`config.mk`:
```
export PLATFORM = sky130hd
export DESIGN_NAME = source_lexer_tokenizer_core
export DESIGN_NICKNAME = d
export VERILOG_FILES = /design/src/sv/slt_pkg.sv /design/src/sv/slt_front.sv /design/src/sv/slt_queue.sv /design/src/sv/slt_back.sv /design/src/sv/source_lexer_tokenizer_core.sv
export SDC_FILE = /design/constraint.sdc
export NUM_CORES = 2
export LEC_CHECK = 0
export BUFFER_PORTS_ARGS = -buffer_cell sky130_fd_sc_hd__clkbuf_2
export CORE_MARGIN = 2
export CORE_UTILIZATION = 63
export DETAILED_ROUTE_END_ITERATION = 12
export GPL_TIMING_DRIVEN = 0
export PLACE_DENSITY = 0.8
export SLEW_MARGIN = 20
export SYNTH_ARGS = -nofsm -noshare
export SYNTH_HDL_FRONTEND = slang
export SYNTH_SLANG_ARGS = --single-unit
```
`constraint.sdc`:
```
create_clock -name clock -period 22.7 [get_ports clock]
set_clock_uncertainty 0.2 [all_clocks]
set_input_delay 1.135 -clock clock [delete_from_list [all_inputs] [get_ports clock]]
set_output_delay 1.135 -clock clock [all_outputs]
set_load 0.03 [all_outputs]
```
`src/sv/slt_pkg.sv`:
```
// Shared types, constants and helpers of the source lexer tokenizer.
`default_nettype none
package slt_pkg;

   localparam int unsigned MAX_SOURCE_BYTES = 1048576;
   localparam int unsigned MAX_LINE         = 65535;
   localparam int unsigned QUEUE_DEPTH      = 4;

   localparam logic [20:0] OFF_MAX   = 21'(MAX_SOURCE_BYTES);
   localparam logic [19:0] START_MAX = 20'(MAX_SOURCE_BYTES - 1);
   localparam logic [15:0] LINE_MAX  = 16'(MAX_LINE);
   localparam logic [34:0] NUM_MAX   = 35'd2147483647;

   localparam logic [5:0] K_LPAREN = 6'd0;
   localparam logic [5:0] K_RPAREN = 6'd1;
   localparam logic [5:0] K_LBRACE = 6'd2;
   localparam logic [5:0] K_RBRACE = 6'd3;
   localparam logic [5:0] K_LBRACK = 6'd4;
   localparam logic [5:0] K_RBRACK = 6'd5;
   localparam logic [5:0] K_COMMA  = 6'd6;
   localparam logic [5:0] K_MINUS  = 6'd7;
   localparam logic [5:0] K_PLUS   = 6'd8;
   localparam logic [5:0] K_SEMI   = 6'd9;
   localparam logic [5:0] K_STAR   = 6'd10;
   localparam logic [5:0] K_BANG   = 6'd11;
   localparam logic [5:0] K_BANGEQ = 6'd12;
   localparam logic [5:0] K_EQ     = 6'd13;
   localparam logic [5:0] K_EQEQ   = 6'd14;
   localparam logic [5:0] K_LT     = 6'd15;
   localparam logic [5:0] K_LE     = 6'd16;
   localparam logic [5:0] K_GT     = 6'd17;
   localparam logic [5:0] K_GE     = 6'd18;
   localparam logic [5:0] K_SLASH  = 6'd19;
   localparam logic [5:0] K_IDENT  = 6'd20;
   localparam logic [5:0] K_STRING = 6'd21;
   localparam logic [5:0] K_NUMBER = 6'd22;
   localparam logic [5:0] K_KW0    = 6'd23;
   localparam logic [5:0] K_EOF    = 6'd32;

   localparam logic [2:0] E_OK         = 3'd0;
   localparam logic [2:0] E_UNEXPECTED = 3'd1;
   localparam logic [2:0] E_OPEN_STR   = 3'd2;
   localparam logic [2:0] E_BAD_CHAR   = 3'd3;
   localparam logic [2:0] E_BAD_ESC    = 3'd4;
   localparam logic [2:0] E_OVERFLOW   = 3'd5;

   localparam int unsigned KW_COUNT = 9;
   // keyword text stored reversed so character 0 sits in the low byte
   localparam logic [63:0] KW_TEXT [KW_COUNT] = '{
      64'("dna"), 64'("esle"), 64'("nuf"), 64'("fi"), 64'("ro"),
      64'("ctup"), 64'("nruter"), 64'("rav"), 64'("elihw")};
   localparam logic [2:0] KW_LEN [KW_COUNT] = '{
      3'd3, 3'd4, 3'd3, 3'd2, 3'd2, 3'd4, 3'd6, 3'd3, 3'd5};

   typedef struct packed {
      logic [5:0]  kind;
      logic [2:0]  err;
      logic [19:0] start;
      logic [20:0] len;
      logic [15:0] line;
      logic [30:0] val;
   } result_type;

   typedef struct packed {
      logic [1:0]            cnt;
      result_type [2:0]      res;
   } bundle_type;

   // keyword candidates that survive byte b at position pos
   function automatic logic [KW_COUNT-1:0] kw_keep(input logic [20:0] pos,
                                                   input logic [7:0] b);
      logic [KW_COUNT-1:0] m;
      logic [63:0]         t;
      m = '0;
      for (int k = 0; k < KW_COUNT; k++) begin
         t = KW_TEXT[k];
         m[k] = (pos < 21'(KW_LEN[k])) && (t[{pos[2:0], 3'b000} +: 8] == b);
      end
      return m;
   endfunction

   function automatic logic [5:0] id_kind(input logic [KW_COUNT-1:0] mask,
                                          input logic [20:0] len);
      logic [5:0] kind;
      kind = K_IDENT;
      for (int k = 0; k < KW_COUNT; k++) begin
         if (mask[k] && len == 21'(KW_LEN[k])) kind = K_KW0 + 6'(k);
      end
      return kind;
   endfunction

   function automatic result_type mk_result(input logic [5:0] kind,
                                            input logic [2:0] err,
                                            input logic [19:0] start,
                                            input logic [20:0] end_off,
                                            input logic [30:0] val,
                                            input logic [15:0] line);
      result_type r;
      r.kind  = kind;
      r.err   = err;
      r.start = start;
      r.len   = (end_off >= {1'b0, start}) ? end_off - {1'b0, start} : '0;
      r.line  = line;
      r.val   = val;
      return r;
   endfunction

endpackage
`default_nettype wire

```
`src/sv/slt_front.sv`:
```
// Lexer front end: scans one byte a cycle while take is high and builds the word bundle it causes.
`default_nettype none
module slt_front (
   input  wire                   clock,
   input  wire                   reset,
   input  wire                   take,
   input  wire  [7:0]            data_byte,
   input  wire                   has_byte,
   input  wire                   end_of_source,
   output logic                  bundle_valid,
   output slt_pkg::bundle_type   bundle
);

   localparam logic [3:0] M_IDLE     = 4'd0;
   localparam logic [3:0] M_BANG     = 4'd1;
   localparam logic [3:0] M_EQ       = 4'd2;
   localparam logic [3:0] M_LT       = 4'd3;
   localparam logic [3:0] M_GT       = 4'd4;
   localparam logic [3:0] M_SLASH    = 4'd5;
   localparam logic [3:0] M_COMMENT  = 4'd6;
   localparam logic [3:0] M_IDENT    = 4'd7;
   localparam logic [3:0] M_NUMBER   = 4'd8;
   localparam logic [3:0] M_STRING   = 4'd9;
   localparam logic [3:0] M_CH_OPEN  = 4'd10;
   localparam logic [3:0] M_CH_ESC   = 4'd11;
   localparam logic [3:0] M_CH_CLOSE = 4'd12;

   logic [3:0]  mode_ff, mode_in;
   logic [19:0] start_ff, start_in;
   logic [20:0] off_ff, off_in;
   logic [15:0] line_ff, line_in;
   logic [30:0] acc_ff, acc_in;
   logic [8:0]  mask_ff, mask_in;
   logic [7:0]  chr_ff, chr_in;
   logic        halt_ff, halt_in;

   logic [20:0] nxt;
   logic [19:0] eof_start;
   logic [34:0] acc_next;
   logic [3:0]  digit;
   logic [1:0]  cnt;
   logic        do_idle;
   logic        is_digit, is_alpha, is_word;
   logic [5:0]  op_kind;
   slt_pkg::bundle_type bnd;

   assign is_digit = (data_byte >= "0") && (data_byte <= "9");
   assign is_alpha = ((data_byte >= "a") && (data_byte <= "z")) ||
                     ((data_byte >= "A") && (data_byte <= "Z"));
   assign is_word  = is_alpha || is_digit || (data_byte == "_");
   assign digit    = 4'(data_byte - 8'h30);
   assign acc_next = {1'b0, acc_ff, 3'b000} + {3'b000, acc_ff, 1'b0} + {31'd0, digit};
   assign nxt      = (off_ff < slt_pkg::OFF_MAX) ? off_ff + 21'd1 : slt_pkg::OFF_MAX;

   always_comb begin
      unique case (mode_ff)
         M_BANG:  op_kind = slt_pkg::K_BANG;
         M_EQ:    op_kind = slt_pkg::K_EQ;
         M_LT:    op_kind = slt_pkg::K_LT;
         default: op_kind = slt_pkg::K_GT;
      endcase
   end

   always_comb begin
      mode_in  = mode_ff;
      start_in = start_ff;
      off_in   = off_ff;
      line_in  = line_ff;
      acc_in   = acc_ff;
      mask_in  = mask_ff;
      chr_in   = chr_ff;
      halt_in  = halt_ff;
      bnd      = '0;
      cnt      = '0;
      do_idle  = 1'b0;
      eof_start = '0;

      if (take && has_byte) begin
         if (halt_ff) begin
            off_in = nxt;
         end else begin
            unique case (mode_ff)
               M_IDLE: begin
                  do_idle = 1'b1;
               end
               M_BANG, M_EQ, M_LT, M_GT: begin
                  mode_in = M_IDLE;
                  if (data_byte == "=") begin
                     bnd.res[cnt] = slt_pkg::mk_result(op_kind + 6'd1, slt_pkg::E_OK,
                                                       start_in, nxt, '0, line_ff);
                     cnt = cnt + 2'd1;
                  end else begin
                     bnd.res[cnt] = slt_pkg::mk_result(op_kind, slt_pkg::E_OK,
                                                       start_in, off_ff, '0, line_ff);
                     cnt = cnt + 2'd1;
                     do_idle = 1'b1;
                  end
               end
               M_SLASH: begin
                  if (data_byte == "/") begin
                     mode_in = M_COMMENT;
                  end else begin
                     mode_in = M_IDLE;
                     bnd.res[cnt] = slt_pkg::mk_result(slt_pkg::K_SLASH, slt_pkg::E_OK,
                                                       start_in, off_ff, '0, line_ff);
                     cnt = cnt + 2'd1;
                     do_idle = 1'b1;
                  end
               end
               M_COMMENT: begin
                  if (data_byte == 8'h0A) begin
                     mode_in = M_IDLE;
                     do_idle = 1'b1;
                  end
               end
               M_IDENT: begin
                  if (is_word) begin
                     mask_in = mask_ff & slt_pkg::kw_keep(off_ff - {1'b0, start_ff},
                                                          data_byte);
                  end else begin
                     mode_in = M_IDLE;
                     bnd.res[cnt] = slt_pkg::mk_result(
                        slt_pkg::id_kind(mask_ff, off_ff - {1'b0, start_ff}),
                        slt_pkg::E_OK, start_in, off_ff, '0, line_ff);
                     cnt = cnt + 2'd1;
                     do_idle = 1'b1;
                  end
               end
               M_NUMBER: begin
                  if (is_digit) begin
                     if (acc_next > slt_pkg::NUM_MAX) begin
                        bnd.res[cnt] = slt_pkg::mk_result('0, slt_pkg::E_OVERFLOW,
                                                          start_in, nxt, '0, line_ff);
                        cnt = cnt + 2'd1;
                        halt_in = 1'b1;
                        mode_in = M_IDLE;
                     end else begin
                        acc_in = acc_next[30:0];
                     end
                  end else begin
                     mode_in = M_IDLE;
                     bnd.res[cnt] = slt_pkg::mk_result(slt_pkg::K_NUMBER, slt_pkg::E_OK,
                                                       start_in, off_ff, acc_ff, line_ff);
                     cnt = cnt + 2'd1;
                     do_idle = 1'b1;
                  end
               end
               M_STRING: begin
                  if (data_byte == "\"") begin
                     mode_in = M_IDLE;
                     bnd.res[cnt] = slt_pkg::mk_result(slt_pkg::K_STRING, slt_pkg::E_OK,
                                                       start_in, nxt, '0, line_ff);
                     cnt = cnt + 2'd1;
                  end else if (data_byte == 8'h0A && line_ff < slt_pkg::LINE_MAX) begin
                     line_in = line_ff + 16'd1;
                  end
               end
               M_CH_OPEN: begin
                  if (data_byte == "\\") begin
                     mode_in = M_CH_ESC;
                  end else begin
                     chr_in  = data_byte;
                     mode_in = M_CH_CLOSE;
                  end
               end
               M_CH_ESC: begin
                  if (data_byte == "'") begin
                     chr_in  = "'";
                     mode_in = M_CH_CLOSE;
                  end else if (data_byte == "n") begin
                     chr_in  = 8'h0A;
                     mode_in = M_CH_CLOSE;
                  end else begin
                     bnd.res[cnt] = slt_pkg::mk_result('0, slt_pkg::E_BAD_ESC,
                                                       start_in, nxt, '0, line_ff);
                     cnt = cnt + 2'd1;
                     halt_in = 1'b1;
                     mode_in = M_IDLE;
                  end
               end
               default: begin
                  mode_in = M_IDLE;
                  if (data_byte == "'") begin
                     bnd.res[cnt] = slt_pkg::mk_result(slt_pkg::K_NUMBER, slt_pkg::E_OK,
                                                       start_in, nxt, {23'd0, chr_ff},
                                                       line_ff);
                  end else begin
                     bnd.res[cnt] = slt_pkg::mk_result('0, slt_pkg::E_BAD_CHAR,
                                                       start_in, off_ff, '0, line_ff);
                     halt_in = 1'b1;
                  end
                  cnt = cnt + 2'd1;
               end
            endcase

            // a byte that opens a new lexeme
            if (do_idle) begin
               start_in = (off_ff < slt_pkg::OFF_MAX - 21'd1) ? off_ff[19:0]
                                                              : slt_pkg::START_MAX;
               unique case (data_byte)
                  "(", ")", "{", "}", "[", "]", ",", "-", "+", ";", "*": begin
                     unique case (data_byte)
                        "(":     bnd.res[cnt].kind = slt_pkg::K_LPAREN;
                        ")":     bnd.res[cnt].kind = slt_pkg::K_RPAREN;
                        "{":     bnd.res[cnt].kind = slt_pkg::K_LBRACE;
                        "}":     bnd.res[cnt].kind = slt_pkg::K_RBRACE;
                        "[":     bnd.res[cnt].kind = slt_pkg::K_LBRACK;
                        "]":     bnd.res[cnt].kind = slt_pkg::K_RBRACK;
                        ",":     bnd.res[cnt].kind = slt_pkg::K_COMMA;
                        "-":     bnd.res[cnt].kind = slt_pkg::K_MINUS;
                        "+":     bnd.res[cnt].kind = slt_pkg::K_PLUS;
                        ";":     bnd.res[cnt].kind = slt_pkg::K_SEMI;
                        default: bnd.res[cnt].kind = slt_pkg::K_STAR;
                     endcase
                     bnd.res[cnt] = slt_pkg::mk_result(bnd.res[cnt].kind, slt_pkg::E_OK,
                                                       start_in, nxt, '0, line_ff);
                     cnt = cnt + 2'd1;
                  end
                  "!":  mode_in = M_BANG;
                  "=":  mode_in = M_EQ;
                  "<":  mode_in = M_LT;
                  ">":  mode_in = M_GT;
                  "/":  mode_in = M_SLASH;
                  " ", 8'h0D, 8'h09: ;
                  8'h0A: begin
                     if (line_ff < slt_pkg::LINE_MAX) line_in = line_ff + 16'd1;
                  end
                  "'":  mode_in = M_CH_OPEN;
                  "\"": mode_in = M_STRING;
                  default: begin
                     if (is_digit) begin
                        acc_in  = {27'd0, digit};
                        mode_in = M_NUMBER;
                     end else if (is_alpha || data_byte == "_") begin
                        mask_in = slt_pkg::kw_keep('0, data_byte);
                        mode_in = M_IDENT;
                     end else begin
                        bnd.res[cnt] = slt_pkg::mk_result('0, slt_pkg::E_UNEXPECTED,
                                                          start_in, nxt, '0, line_ff);
                        cnt = cnt + 2'd1;
                        halt_in = 1'b1;
                        mode_in = M_IDLE;
                     end
                  end
               endcase
            end
            off_in = nxt;
         end
      end

      if (take && end_of_source) begin
         // flush the pending lexeme, then EOF and clear all state
         if (!halt_in) begin
            unique case (mode_in)
               M_BANG, M_EQ, M_LT, M_GT: begin
                  unique case (mode_in)
                     M_BANG:  bnd.res[cnt].kind = slt_pkg::K_BANG;
                     M_EQ:    bnd.res[cnt].kind = slt_pkg::K_EQ;
                     M_LT:    bnd.res[cnt].kind = slt_pkg::K_LT;
                     default: bnd.res[cnt].kind = slt_pkg::K_GT;
                  endcase
                  bnd.res[cnt] = slt_pkg::mk_result(bnd.res[cnt].kind, slt_pkg::E_OK,
                                                    start_in, off_in, '0, line_in);
                  cnt = cnt + 2'd1;
               end
               M_SLASH: begin
                  bnd.res[cnt] = slt_pkg::mk_result(slt_pkg::K_SLASH, slt_pkg::E_OK,
                                                    start_in, off_in, '0, line_in);
                  cnt = cnt + 2'd1;
               end
               M_IDENT: begin
                  bnd.res[cnt] = slt_pkg::mk_result(
                     slt_pkg::id_kind(mask_in, off_in - {1'b0, start_in}),
                     slt_pkg::E_OK, start_in, off_in, '0, line_in);
                  cnt = cnt + 2'd1;
               end
               M_NUMBER: begin
                  bnd.res[cnt] = slt_pkg::mk_result(slt_pkg::K_NUMBER, slt_pkg::E_OK,
                                                    start_in, off_in, acc_in, line_in);
                  cnt = cnt + 2'd1;
               end
               M_STRING: begin
                  bnd.res[cnt] = slt_pkg::mk_result('0, slt_pkg::E_OPEN_STR,
                                                    start_in, off_in, '0, line_in);
                  cnt = cnt + 2'd1;
               end
               M_CH_OPEN, M_CH_CLOSE: begin
                  bnd.res[cnt] = slt_pkg::mk_result('0, slt_pkg::E_BAD_CHAR,
                                                    start_in, off_in, '0, line_in);
                  cnt = cnt + 2'd1;
               end
               M_CH_ESC: begin
                  bnd.res[cnt] = slt_pkg::mk_result('0, slt_pkg::E_BAD_ESC,
                                                    start_in, off_in, '0, line_in);
                  cnt = cnt + 2'd1;
               end
               default: ;
            endcase
         end
         eof_start = (off_in < slt_pkg::OFF_MAX - 21'd1) ? off_in[19:0]
                                                         : slt_pkg::START_MAX;
         bnd.res[cnt] = slt_pkg::mk_result(slt_pkg::K_EOF, slt_pkg::E_OK, eof_start,
                                           {1'b0, eof_start}, '0, line_in);
         cnt = cnt + 2'd1;
         mode_in  = M_IDLE;
         start_in = '0;
         off_in   = '0;
         line_in  = 16'd1;
         acc_in   = '0;
         mask_in  = '1;
         chr_in   = '0;
         halt_in  = 1'b0;
      end
      bnd.cnt = cnt;
   end

   assign bundle       = bnd;
   assign bundle_valid = take && (cnt != 2'd0);

   always_ff @(posedge clock) begin
      if (reset) begin
         mode_ff  <= M_IDLE;
         start_ff <= '0;
         off_ff   <= '0;
         line_ff  <= 16'd1;
         acc_ff   <= '0;
         mask_ff  <= '1;
         chr_ff   <= '0;
         halt_ff  <= 1'b0;
      end else begin
         mode_ff  <= mode_in;
         start_ff <= start_in;
         off_ff   <= off_in;
         line_ff  <= line_in;
         acc_ff   <= acc_in;
         mask_ff  <= mask_in;
         chr_ff   <= chr_in;
         halt_ff  <= halt_in;
      end
   end

`ifndef SYNTH
   a_eos_clears: assert property (@(posedge clock) disable iff (reset)
      take && end_of_source |=> off_ff == '0 && mode_ff == M_IDLE && !halt_ff
                                && line_ff == 16'd1)
      else $error("state not cleared after end of source");
   a_halt_idle: assert property (@(posedge clock) disable iff (reset)
      halt_ff |-> mode_ff == M_IDLE)
      else $error("halted lexer left a lexeme open");
`endif

endmodule
`default_nettype wire

```
`src/sv/slt_queue.sv`:
```
// Short queue of result bundles between the front end and the output stage.
`default_nettype none
module slt_queue #(
   parameter int unsigned DEPTH = slt_pkg::QUEUE_DEPTH
) (
   input  wire                   clock,
   input  wire                   reset,
   input  wire                   push,
   input  slt_pkg::bundle_type   push_data,
   output logic                  full,
   input  wire                   pop,
   output logic                  empty,
   output slt_pkg::bundle_type   head
);

   localparam int unsigned PTR_W = (DEPTH > 1) ? $clog2(DEPTH) : 1;
   localparam int unsigned CNT_W = $clog2(DEPTH + 1);

   slt_pkg::bundle_type mem [DEPTH];
   logic [PTR_W-1:0] wr_ff, wr_in, rd_ff, rd_in;
   logic [CNT_W-1:0] count_ff, count_in;
   logic             do_push, do_pop;

   assign full    = (count_ff == CNT_W'(DEPTH));
   assign empty   = (count_ff == '0);
   assign do_push = push && !full;
   assign do_pop  = pop && !empty;
   assign head    = mem[rd_ff];

   always_comb begin
      wr_in    = wr_ff;
      rd_in    = rd_ff;
      count_in = count_ff;
      if (do_push) wr_in = (wr_ff == PTR_W'(DEPTH - 1)) ? '0 : wr_ff + 1'b1;
      if (do_pop)  rd_in = (rd_ff == PTR_W'(DEPTH - 1)) ? '0 : rd_ff + 1'b1;
      if (do_push && !do_pop) count_in = count_ff + 1'b1;
      if (do_pop && !do_push) count_in = count_ff - 1'b1;
   end

   always_ff @(posedge clock) begin
      if (do_push) mem[wr_ff] <= push_data;
   end

   always_ff @(posedge clock) begin
      if (reset) begin
         wr_ff    <= '0;
         rd_ff    <= '0;
         count_ff <= '0;
      end else begin
         wr_ff    <= wr_in;
         rd_ff    <= rd_in;
         count_ff <= count_in;
      end
   end

`ifndef SYNTH
   a_count_bound: assert property (@(posedge clock) disable iff (reset)
      count_ff <= CNT_W'(DEPTH))
      else $error("queue count beyond depth");
`endif

endmodule
`default_nettype wire

```
`src/sv/slt_back.sv`:
```
// Output stage: holds one bundle and hands its results out one word at a time.
`default_nettype none
module slt_back (
   input  wire                   clock,
   input  wire                   reset,
   input  wire                   q_empty,
   input  slt_pkg::bundle_type   q_head,
   output logic                  q_pop,
   output logic                  rsp_empty,
   input  wire                   rsp_pop,
   output slt_pkg::result_type   rsp_word,
   output logic                  rsp_last
);

   slt_pkg::bundle_type bnd_ff;
   logic       valid_ff, valid_in;
   logic [1:0] idx_ff, idx_in;
   logic       take_word, done;

   assign rsp_empty = !valid_ff;
   assign rsp_word  = bnd_ff.res[idx_ff];
   assign rsp_last  = (idx_ff == bnd_ff.cnt - 2'd1);
   assign take_word = rsp_pop && valid_ff;
   assign done      = take_word && rsp_last;
   // refill when the held bundle is gone or its last word leaves now
   assign q_pop     = !q_empty && (!valid_ff || done);

   always_comb begin
      valid_in = valid_ff;
      idx_in   = idx_ff;
      if (q_pop) begin
         valid_in = 1'b1;
         idx_in   = '0;
      end else if (done) begin
         valid_in = 1'b0;
         idx_in   = '0;
      end else if (take_word) begin
         idx_in   = idx_ff + 2'd1;
      end
   end

   always_ff @(posedge clock) begin
      if (q_pop) bnd_ff <= q_head;
   end

   always_ff @(posedge clock) begin
      if (reset) begin
         valid_ff <= 1'b0;
         idx_ff   <= '0;
      end else begin
         valid_ff <= valid_in;
         idx_ff   <= idx_in;
      end
   end

`ifndef SYNTH
   a_idx_in_bundle: assert property (@(posedge clock) disable iff (reset)
      valid_ff |-> bnd_ff.cnt != 2'd0 && idx_ff < bnd_ff.cnt)
      else $error("output index outside held bundle");
`endif

endmodule
`default_nettype wire

```
`src/sv/source_lexer_tokenizer_core.sv`:
```
// Top level of the source lexer tokenizer.
// Input side is a queue write port: drive req_data_byte, req_has_byte and
// req_end_of_source with req_push; the word is taken on a clock edge where
// req_push is high and req_full is low. A word with req_has_byte low and
// req_end_of_source low is a no-op.
// Result side is a queue read port: while rsp_empty is low the oldest token
// is on the rsp_ ports; rsp_pop takes it. rsp_last_of_run marks the final
// token caused by one input word (one word can cause up to three).
// The front end scans one byte per cycle, so one input word is taken every
// cycle while the bundle queue has room. A token passes through the bundle
// queue and the held bundle of the output stage before it shows on the rsp_
// ports. Output runs at one token per cycle while rsp_pop is high; each token
// of a word that causes two or three tokens leaves on its own pop.
// When rsp_pop stays low the bundle queue (QUEUE_DEPTH bundles plus one held
// at the output) fills and req_full rises; nothing is dropped.
// Synchronous reset empties the queue and returns the lexer to line 1,
// offset 0, no lexeme open. End of source emits EOF and returns the lexer to that state too.
`default_nettype none
module source_lexer_tokenizer_core #(
   parameter int unsigned QUEUE_DEPTH = slt_pkg::QUEUE_DEPTH
) (
   input  wire         clock,
   input  wire         reset,
   input  wire         req_push,
   output logic        req_full,
   input  wire  [7:0]  req_data_byte,
   input  wire         req_has_byte,
   input  wire         req_end_of_source,
   output logic        rsp_empty,
   input  wire         rsp_pop,
   output logic [5:0]  rsp_token_kind,
   output logic [2:0]  rsp_error_code,
   output logic [19:0] rsp_start_offset,
   output logic [20:0] rsp_text_length,
   output logic [15:0] rsp_line_number,
   output logic [30:0] rsp_number_value,
   output logic        rsp_last_of_run
);

   slt_pkg::bundle_type front_bundle, q_head;
   slt_pkg::result_type word;
   logic front_valid, q_full, q_empty, q_pop, take;

   assign take     = req_push && !q_full;
   assign req_full = q_full;

   slt_front u_front (
      .clock         (clock),
      .reset         (reset),
      .take          (take),
      .data_byte     (req_data_byte),
      .has_byte      (req_has_byte),
      .end_of_source (req_end_of_source),
      .bundle_valid  (front_valid),
      .bundle        (front_bundle)
   );

   slt_queue #(.DEPTH(QUEUE_DEPTH)) u_queue (
      .clock     (clock),
      .reset     (reset),
      .push      (front_valid),
      .push_data (front_bundle),
      .full      (q_full),
      .pop       (q_pop),
      .empty     (q_empty),
      .head      (q_head)
   );

   slt_back u_back (
      .clock     (clock),
      .reset     (reset),
      .q_empty   (q_empty),
      .q_head    (q_head),
      .q_pop     (q_pop),
      .rsp_empty (rsp_empty),
      .rsp_pop   (rsp_pop),
      .rsp_word  (word),
      .rsp_last  (rsp_last_of_run)
   );

   assign rsp_token_kind   = word.kind;
   assign rsp_error_code   = word.err;
   assign rsp_start_offset = word.start;
   assign rsp_text_length  = word.len;
   assign rsp_line_number  = word.line;
   assign rsp_number_value = word.val;

endmodule
`default_nettype wire

```
# [Word level (Yosys, flattened, before mapping)]
# Memory sizes are Yosys's and may differ from the RTL's. A register that Yosys moved wholly into a read port is not among the register bits.
# Index checks and enable logic that the tools add are counted.
[word_totals] inputBits=14 latchBits=0 reg_bits=120 mem_bits_rw=1172 mem_bits_ro=0 word_cells=426 mem_count=1 out_inout_bits=100
[classes] div_mod_pow=0 n_bitwise=2 shifts=9 n_reduce_logical=74 add_sub_neg=20 n_eq_ne=81 n_lt_le_gt_ge=28 multipliers=0 n_mux=198
[mem_list] memory="u_queue.mem" words=4 word_bits=293 rd=1 rd_ports_with_merged_regs=1 wr=1 line="slt_queue.sv:19" rtl="slt_pkg::bundle_type mem [DEPTH];"
[op_table] cell="291-bit bitwise mux" count=25
[op_table] cell="291-bit 2-to-1 mux" count=15
[op_table] cell="291-bit case mux with 10 select lines" count=1
[op_table] cell="291-bit case mux with 7 select lines" count=1
[op_table] cell="97-bit 2-to-1 mux" count=13
[op_table] cell="97-bit demux with 2-bit select" count=5
[op_table] cell="291-bit case mux with 3 select lines" count=1
[op_table] cell="97-bit case mux with 7 select lines" count=1
[op_table] cell="97-bit binary-select mux with 2-bit select" count=3
[op_table] cell="291-bit case mux with 2 select lines" count=1
[op_table] cell="64-bit by 7-bit variable part select with 8-bit output (first input constant)" count=9
[op_table] cell="96-bit 2-to-1 mux" count=4
[op_table] cell="31-bit 2-to-1 mux" count=8
[op_table] cell="91-bit 2-to-1 mux" count=2
[op_table] cell="21-bit 2-to-1 mux" count=7
[op_table] cell="16-bit 2-to-1 mux" count=8
[op_table] cell="21-bit by 3-bit == test with 1-bit output (second input constant)" count=6
[op_table] cell="8-bit by 6-bit == test with 1-bit output (second input constant)" count=15
[op_table] cell="4-bit 2-to-1 mux" count=27
[op_table] cell="20-bit 2-to-1 mux" count=5
[op_table] cell="21-bit by 2-bit == test with 1-bit output (second input constant)" count=4
[op_table] cell="21-bit by 20-bit greater-or-equal comparator with 1-bit output" count=4
[op_table] cell="21-bit by 20-bit subtractor with 21-bit output" count=4
[op_table] cell="7-bit by 8-bit == test with 1-bit output (first input constant)" count=9
[op_table] cell="other kinds (65)" count=234

# [Longest topological paths before layout]
[logic_depth] word_depth=42 ltp_mapped=34 mapped_depth_nobuf=30

# [Cells and area by module]
# From an unflattened synthesis, not the netlist that was laid out.
[unflattened] cells_unflattened=5098 area_unflattened_um2=72788.6
[by_module_without_submodules] mod="slt_queue" area_per_inst_um2=43027.5 seq_area_each_um2=35373.9 cells_each=1585 instances=1
[by_module_without_submodules] mod="slt_front" area_per_inst_um2=18755.5 seq_area_each_um2=2202.1 cells_each=2872 instances=1
[by_module_without_submodules] mod="slt_back" area_per_inst_um2=10991.8 seq_area_each_um2=8858.5 cells_each=640 instances=1
[by_module_without_submodules] mod="source_lexer_tokenizer_core" area_per_inst_um2=13.8 seq_area_each_um2=0.0 cells_each=1 instances=1

# [Least setup slack after synthesis]
# OpenSTA, ideal clock, no wires.
[synth_path] kind="input -> register" from="input req_data_byte[3]" to="memory u_queue.mem[0][0] in the netlist's numbering (enable)" arrival_ns=19.770 n_path_buf=4 path_slack_ns=1.740 setup_ns=0.990 cell_stages=29 required_ns=21.510 path_cell_list="clkbuf_1 > inv_1 > clkbuf_1 > fa_1 > inv_1 > ha_1 > a211oi_1 > o211ai_1 > a41o_1 > o311ai_2 > and4_1 > o31a_1 > nand3_1 > o21ai_1 > inv_2 > clkbuf_1 > clkbuf_1 > ha_1 > nand4_1 > a21oi_1 > o21ai_0 > nor2_1 > inv_1 > ha_1 > mux2i_1 > ha_1 > a21oi_1 > nor2_2 > nor2b_1"
[synth_lines] item="start, declared" line="source_lexer_tokenizer_core.sv:26" rtl="input wire [7:0] req_data_byte,"
[synth_lines] item="end, declared" line="slt_queue.sv:19"

==> results.py <==
metrics = {
    "pwr": {
        "p_leak_uw": 0.0270,
        "p_int_uw": 6410,
        "power_density_nw_per_um2": 116,
        "power_switching_uw": 3020,
        "ir_worst_vdd_mv": 0.0953,
        "sequentialPowerShare": 0.442,
        "clkPwrFrac": 0.270,
        "pwr-share-comb": 0.289,
        "sw_frac_of_total": 0.320,
    },
    "yosys": {
        "synth_fp_nets": 5232,
        "synth_flop_cell": "edfxtp_1",
        "ys_seq_area_frac": 0.646,
        "syn-cell-area_um2": 71800,
        "synth_cells": 5049,
        "synth_area_per_cell_um2": 14.2,
        "synth_edf_count": 1465,
        "yosysWarnings": 0,
        "yosys_register_bits": 1585,
        "synth_cell_types": 110,
        "async_flop_share": 0,
    },
    "critical_path": {
        "crit_buf_inv": 16,
        "slowest_stage": "nor2b_4",
        "required_ns": 22.97,
        "arrival_ns": 12.29,
        "cp_max_fo": 23,
        "critPathCaptureType": "register",
        "cp-start-kind": "input port",
        "crit_top_cell": "clkbuf_1",
        "critPathTopFamily": "buffers and inverters",
        "path_class": "input port to register",
        "cpPeakStageDelay_ns": 0.67,
    },
    "final_layout": {
        "area_growth_pct": 13.4,
        "regArea_um2": 46400,
        "instances_no_fill": 7044,
        "final_net_count": 5589,
        "multi_input_area_um2": 24000,
        "drive_above_1_share": 0.148,
        "fill_cells": 6925,
    },
    "floorplanning": {
        "rows": 123,
        "io_pins": 114,
        "die_h_um": 342,
        "fp.dieArea_um2": 117000,
        "start_util": 0.637,
        "die_width_um": 342,
        "core_area_um2": 113000,
    },
    "clock_network": {
        "post-cts-setup-buffers": 0,
        "h-tree-depth": 4,
        "cts_sinks": 1585,
        "cts_tree": "yes",
        "root_buffer": "clkbuf_16",
        "cts.repair.resized": 0,
        "clock_latency_ns": 0.80,
        "cts_buffers": 154,
        "path_clk_slew_ns": 0.06,
        "hold_buffers": 0,
        "cts_buffer_depth": 3,
    },
    "sta": {
        "timing.fmax_mhz": 83.2,
        "worstMarginPinSlew_ns": 1.25,
        "fin_tns_setup_ns": 0,
        "finalHoldViolations": 0,
        "period_needed_ns": 12.02,
        "holdWs_ns": 0.283,
        "finalCritPeriodShare": 0.529,
        "setup_violations": 0,
        "rsz0062_at_grt": "false",
        "slew_violations": 0,
        "slew_headroom": 0.159,
    },
    "placed_design": {
        "port_buffers": 111,
        "dp_hpwl_um": 154000,
        "place_congestion": 1.04,
        "placed_cells": 6749,
    },
    "detailed_routing": {
        "wl_per_cell_um": 31.5,
        "dr.pass1.iters": 9,
        "antenna_left": 0,
        "drc": 0,
        "finalWirelength_um": 222000,
        "num_vias": 49200,
        "via_per_inst": 6.99,
        "drt_iter0_markers": 6772,
    },
    "global_route": {
        "grt_overflow": 0,
        "grt_pass1_wl_um": 323000,
        "grt_max_degree": 25,
        "antenna_found_initial": 13,
        "grt_usage": 0.381,
        "grt_pass1_vias": 48100,
    },
    "status": {
        "status": "completed",
    },
    "hold_path": {
        "hold_class": "register to register",
    },
    "flow_run": {
        "maxCapViolCount": 0,
    },
}
## cell usage after synthesis, types with 64 or more instances
library cell,count,area share
mux4_2,293,0.092
dfxtp_1,120,0.033
o21ai_0,291,0.020
mux2i_1,113,0.016
nor2_1,481,0.025
a21oi_1,276,0.019
edfxtp_1,1465,0.61
nor3_1,83,0.0058
xnor2_1,83,0.010
ha_1,162,0.028
clkbuf_1,206,0.011
nand3_1,93,0.0065
nand2_1,327,0.017
inv_1,108,0.0056
xor2_1,64,0.0078
o22ai_1,68,0.0059
## logic make-up (layout without fill, tap and decap cells)
group	after synthesis	count (layout)	synth area share
other cells	0	9	0
buf+inv	401	887	0.0215
flops	1585	1585	0.646
simple gates	1271	1271	0.0818
compound gates	1065	1065	0.0941
xor+xnor	148	148	0.0182
mux	410	410	0.108
fa+ha+maj	169	169	0.0302
## layer usage
metal,vias to the layer above,part of all wire,global-route usage
met5,-,0.00018,0
met4,6,0.049,0.168
met3,620,0.11,0.0804
met2,3661,0.47,0.595
met1,24500,0.37,0.524
li1,20400,-,-
## final timing paths
kind | start | endpoint | slack (ns) | depth (start not counted)
setup / recovery | req_data_byte[3] | u_queue.mem[2][260]$_DFFE_PP_ | 10.68 | 36
hold / removal | u_front.chr_ff[7]$_SDFFE_PP0P_ | u_front.chr_ff[7]$_SDFFE_PP0P_ | 0.28 | 2
hold reg to reg | u_front.chr_ff[7]$_SDFFE_PP0P_ | u_front.chr_ff[7]$_SDFFE_PP0P_ | 0.28 | 2
setup reg to reg | u_front.acc_ff[2]$_SDFF_PP0_ | u_queue.mem[2][260]$_DFFE_PP_ | 11.76 | 33
## power by group through the flow
stage                     Combinational (uW)  Clock (uW)  Sequential (uW)
after floorplan                         1600           0             4500
final                                   2720        2540             4170
after CTS                               2700        2550             4160
after global routing                    2850        2650             4200
after global placement                  2350           0             4710
after detailed placement                2660           0             4190
## stage by stage
| step | instance area [um2] | utilization | total power (uW) | setup WS, ns |
|---|---|---|---|---|
| finish | 81500 | 0.722 | 9430 | 10.68 |
| global route | 81400 | 0.722 | 9700 | 10.28 |
| CTS | 81400 | 0.722 | 9420 | 11.04 |
| detailed placement | 76500 | 0.678 | 6850 | 10.23 |
| global placement | 74300 | 0.658 | 7050 | -11.33 |
| floorplan | 71800 | - | 6110 | 1.74 |
## cells in the final DEF (no fill, tap or decap), types with 126 or more instances in the layout
cell type / n
clkbuf_2: 126
mux4_2: 293
o21ai_0: 291
clkbuf_1: 238
nor2_1: 480
a21oi_1: 274
nand2_1: 327
clkbuf_16: 157
ha_1: 162
edfxtp_1: 1465
## area by class of cell
cell class | instances | area share
Tap cell | 1500 | 0.0230
Timing Repair Buffer | 201 | 0.0329
Sequential cell | 1585 | 0.570
Clock inverter | 78 | 0.00928
Multi-Input combinational cell | 3063 | 0.294
Clock buffer | 207 | 0.0516
Antenna cell | 9 | 0.000276
Inverter | 111 | 0.00512
Buffer | 290 | 0.0141
## registers in the layout, summed over array words and instances (netlist names)
register and cells:
u_front.start_ff 20, u_front.acc_ff 31, u_front.halt_ff 1, u_back.bnd_ff 293, u_front.mode_ff 4, u_back.valid_ff 1, u_front.line_ff 16, u_queue.count_ff 3
u_queue.rd_ff 2, u_front.off_ff 21, u_back.idx_ff 2, u_front.mask_ff 9, u_front.chr_ff 8, u_queue.mem 1172, u_queue.wr_ff 2
## worst register-to-register path, delay by kind of cell, from the launching register on
kind	cells	cell delay (ns)
flops	1	0.45
compound gates	7	2.16
simple gates	6	2.24
fa+ha+maj	5	1.61
buf+inv	13	3.42
mux	2	0.55
No activity file was read; power rests on OpenSTA's default activity.
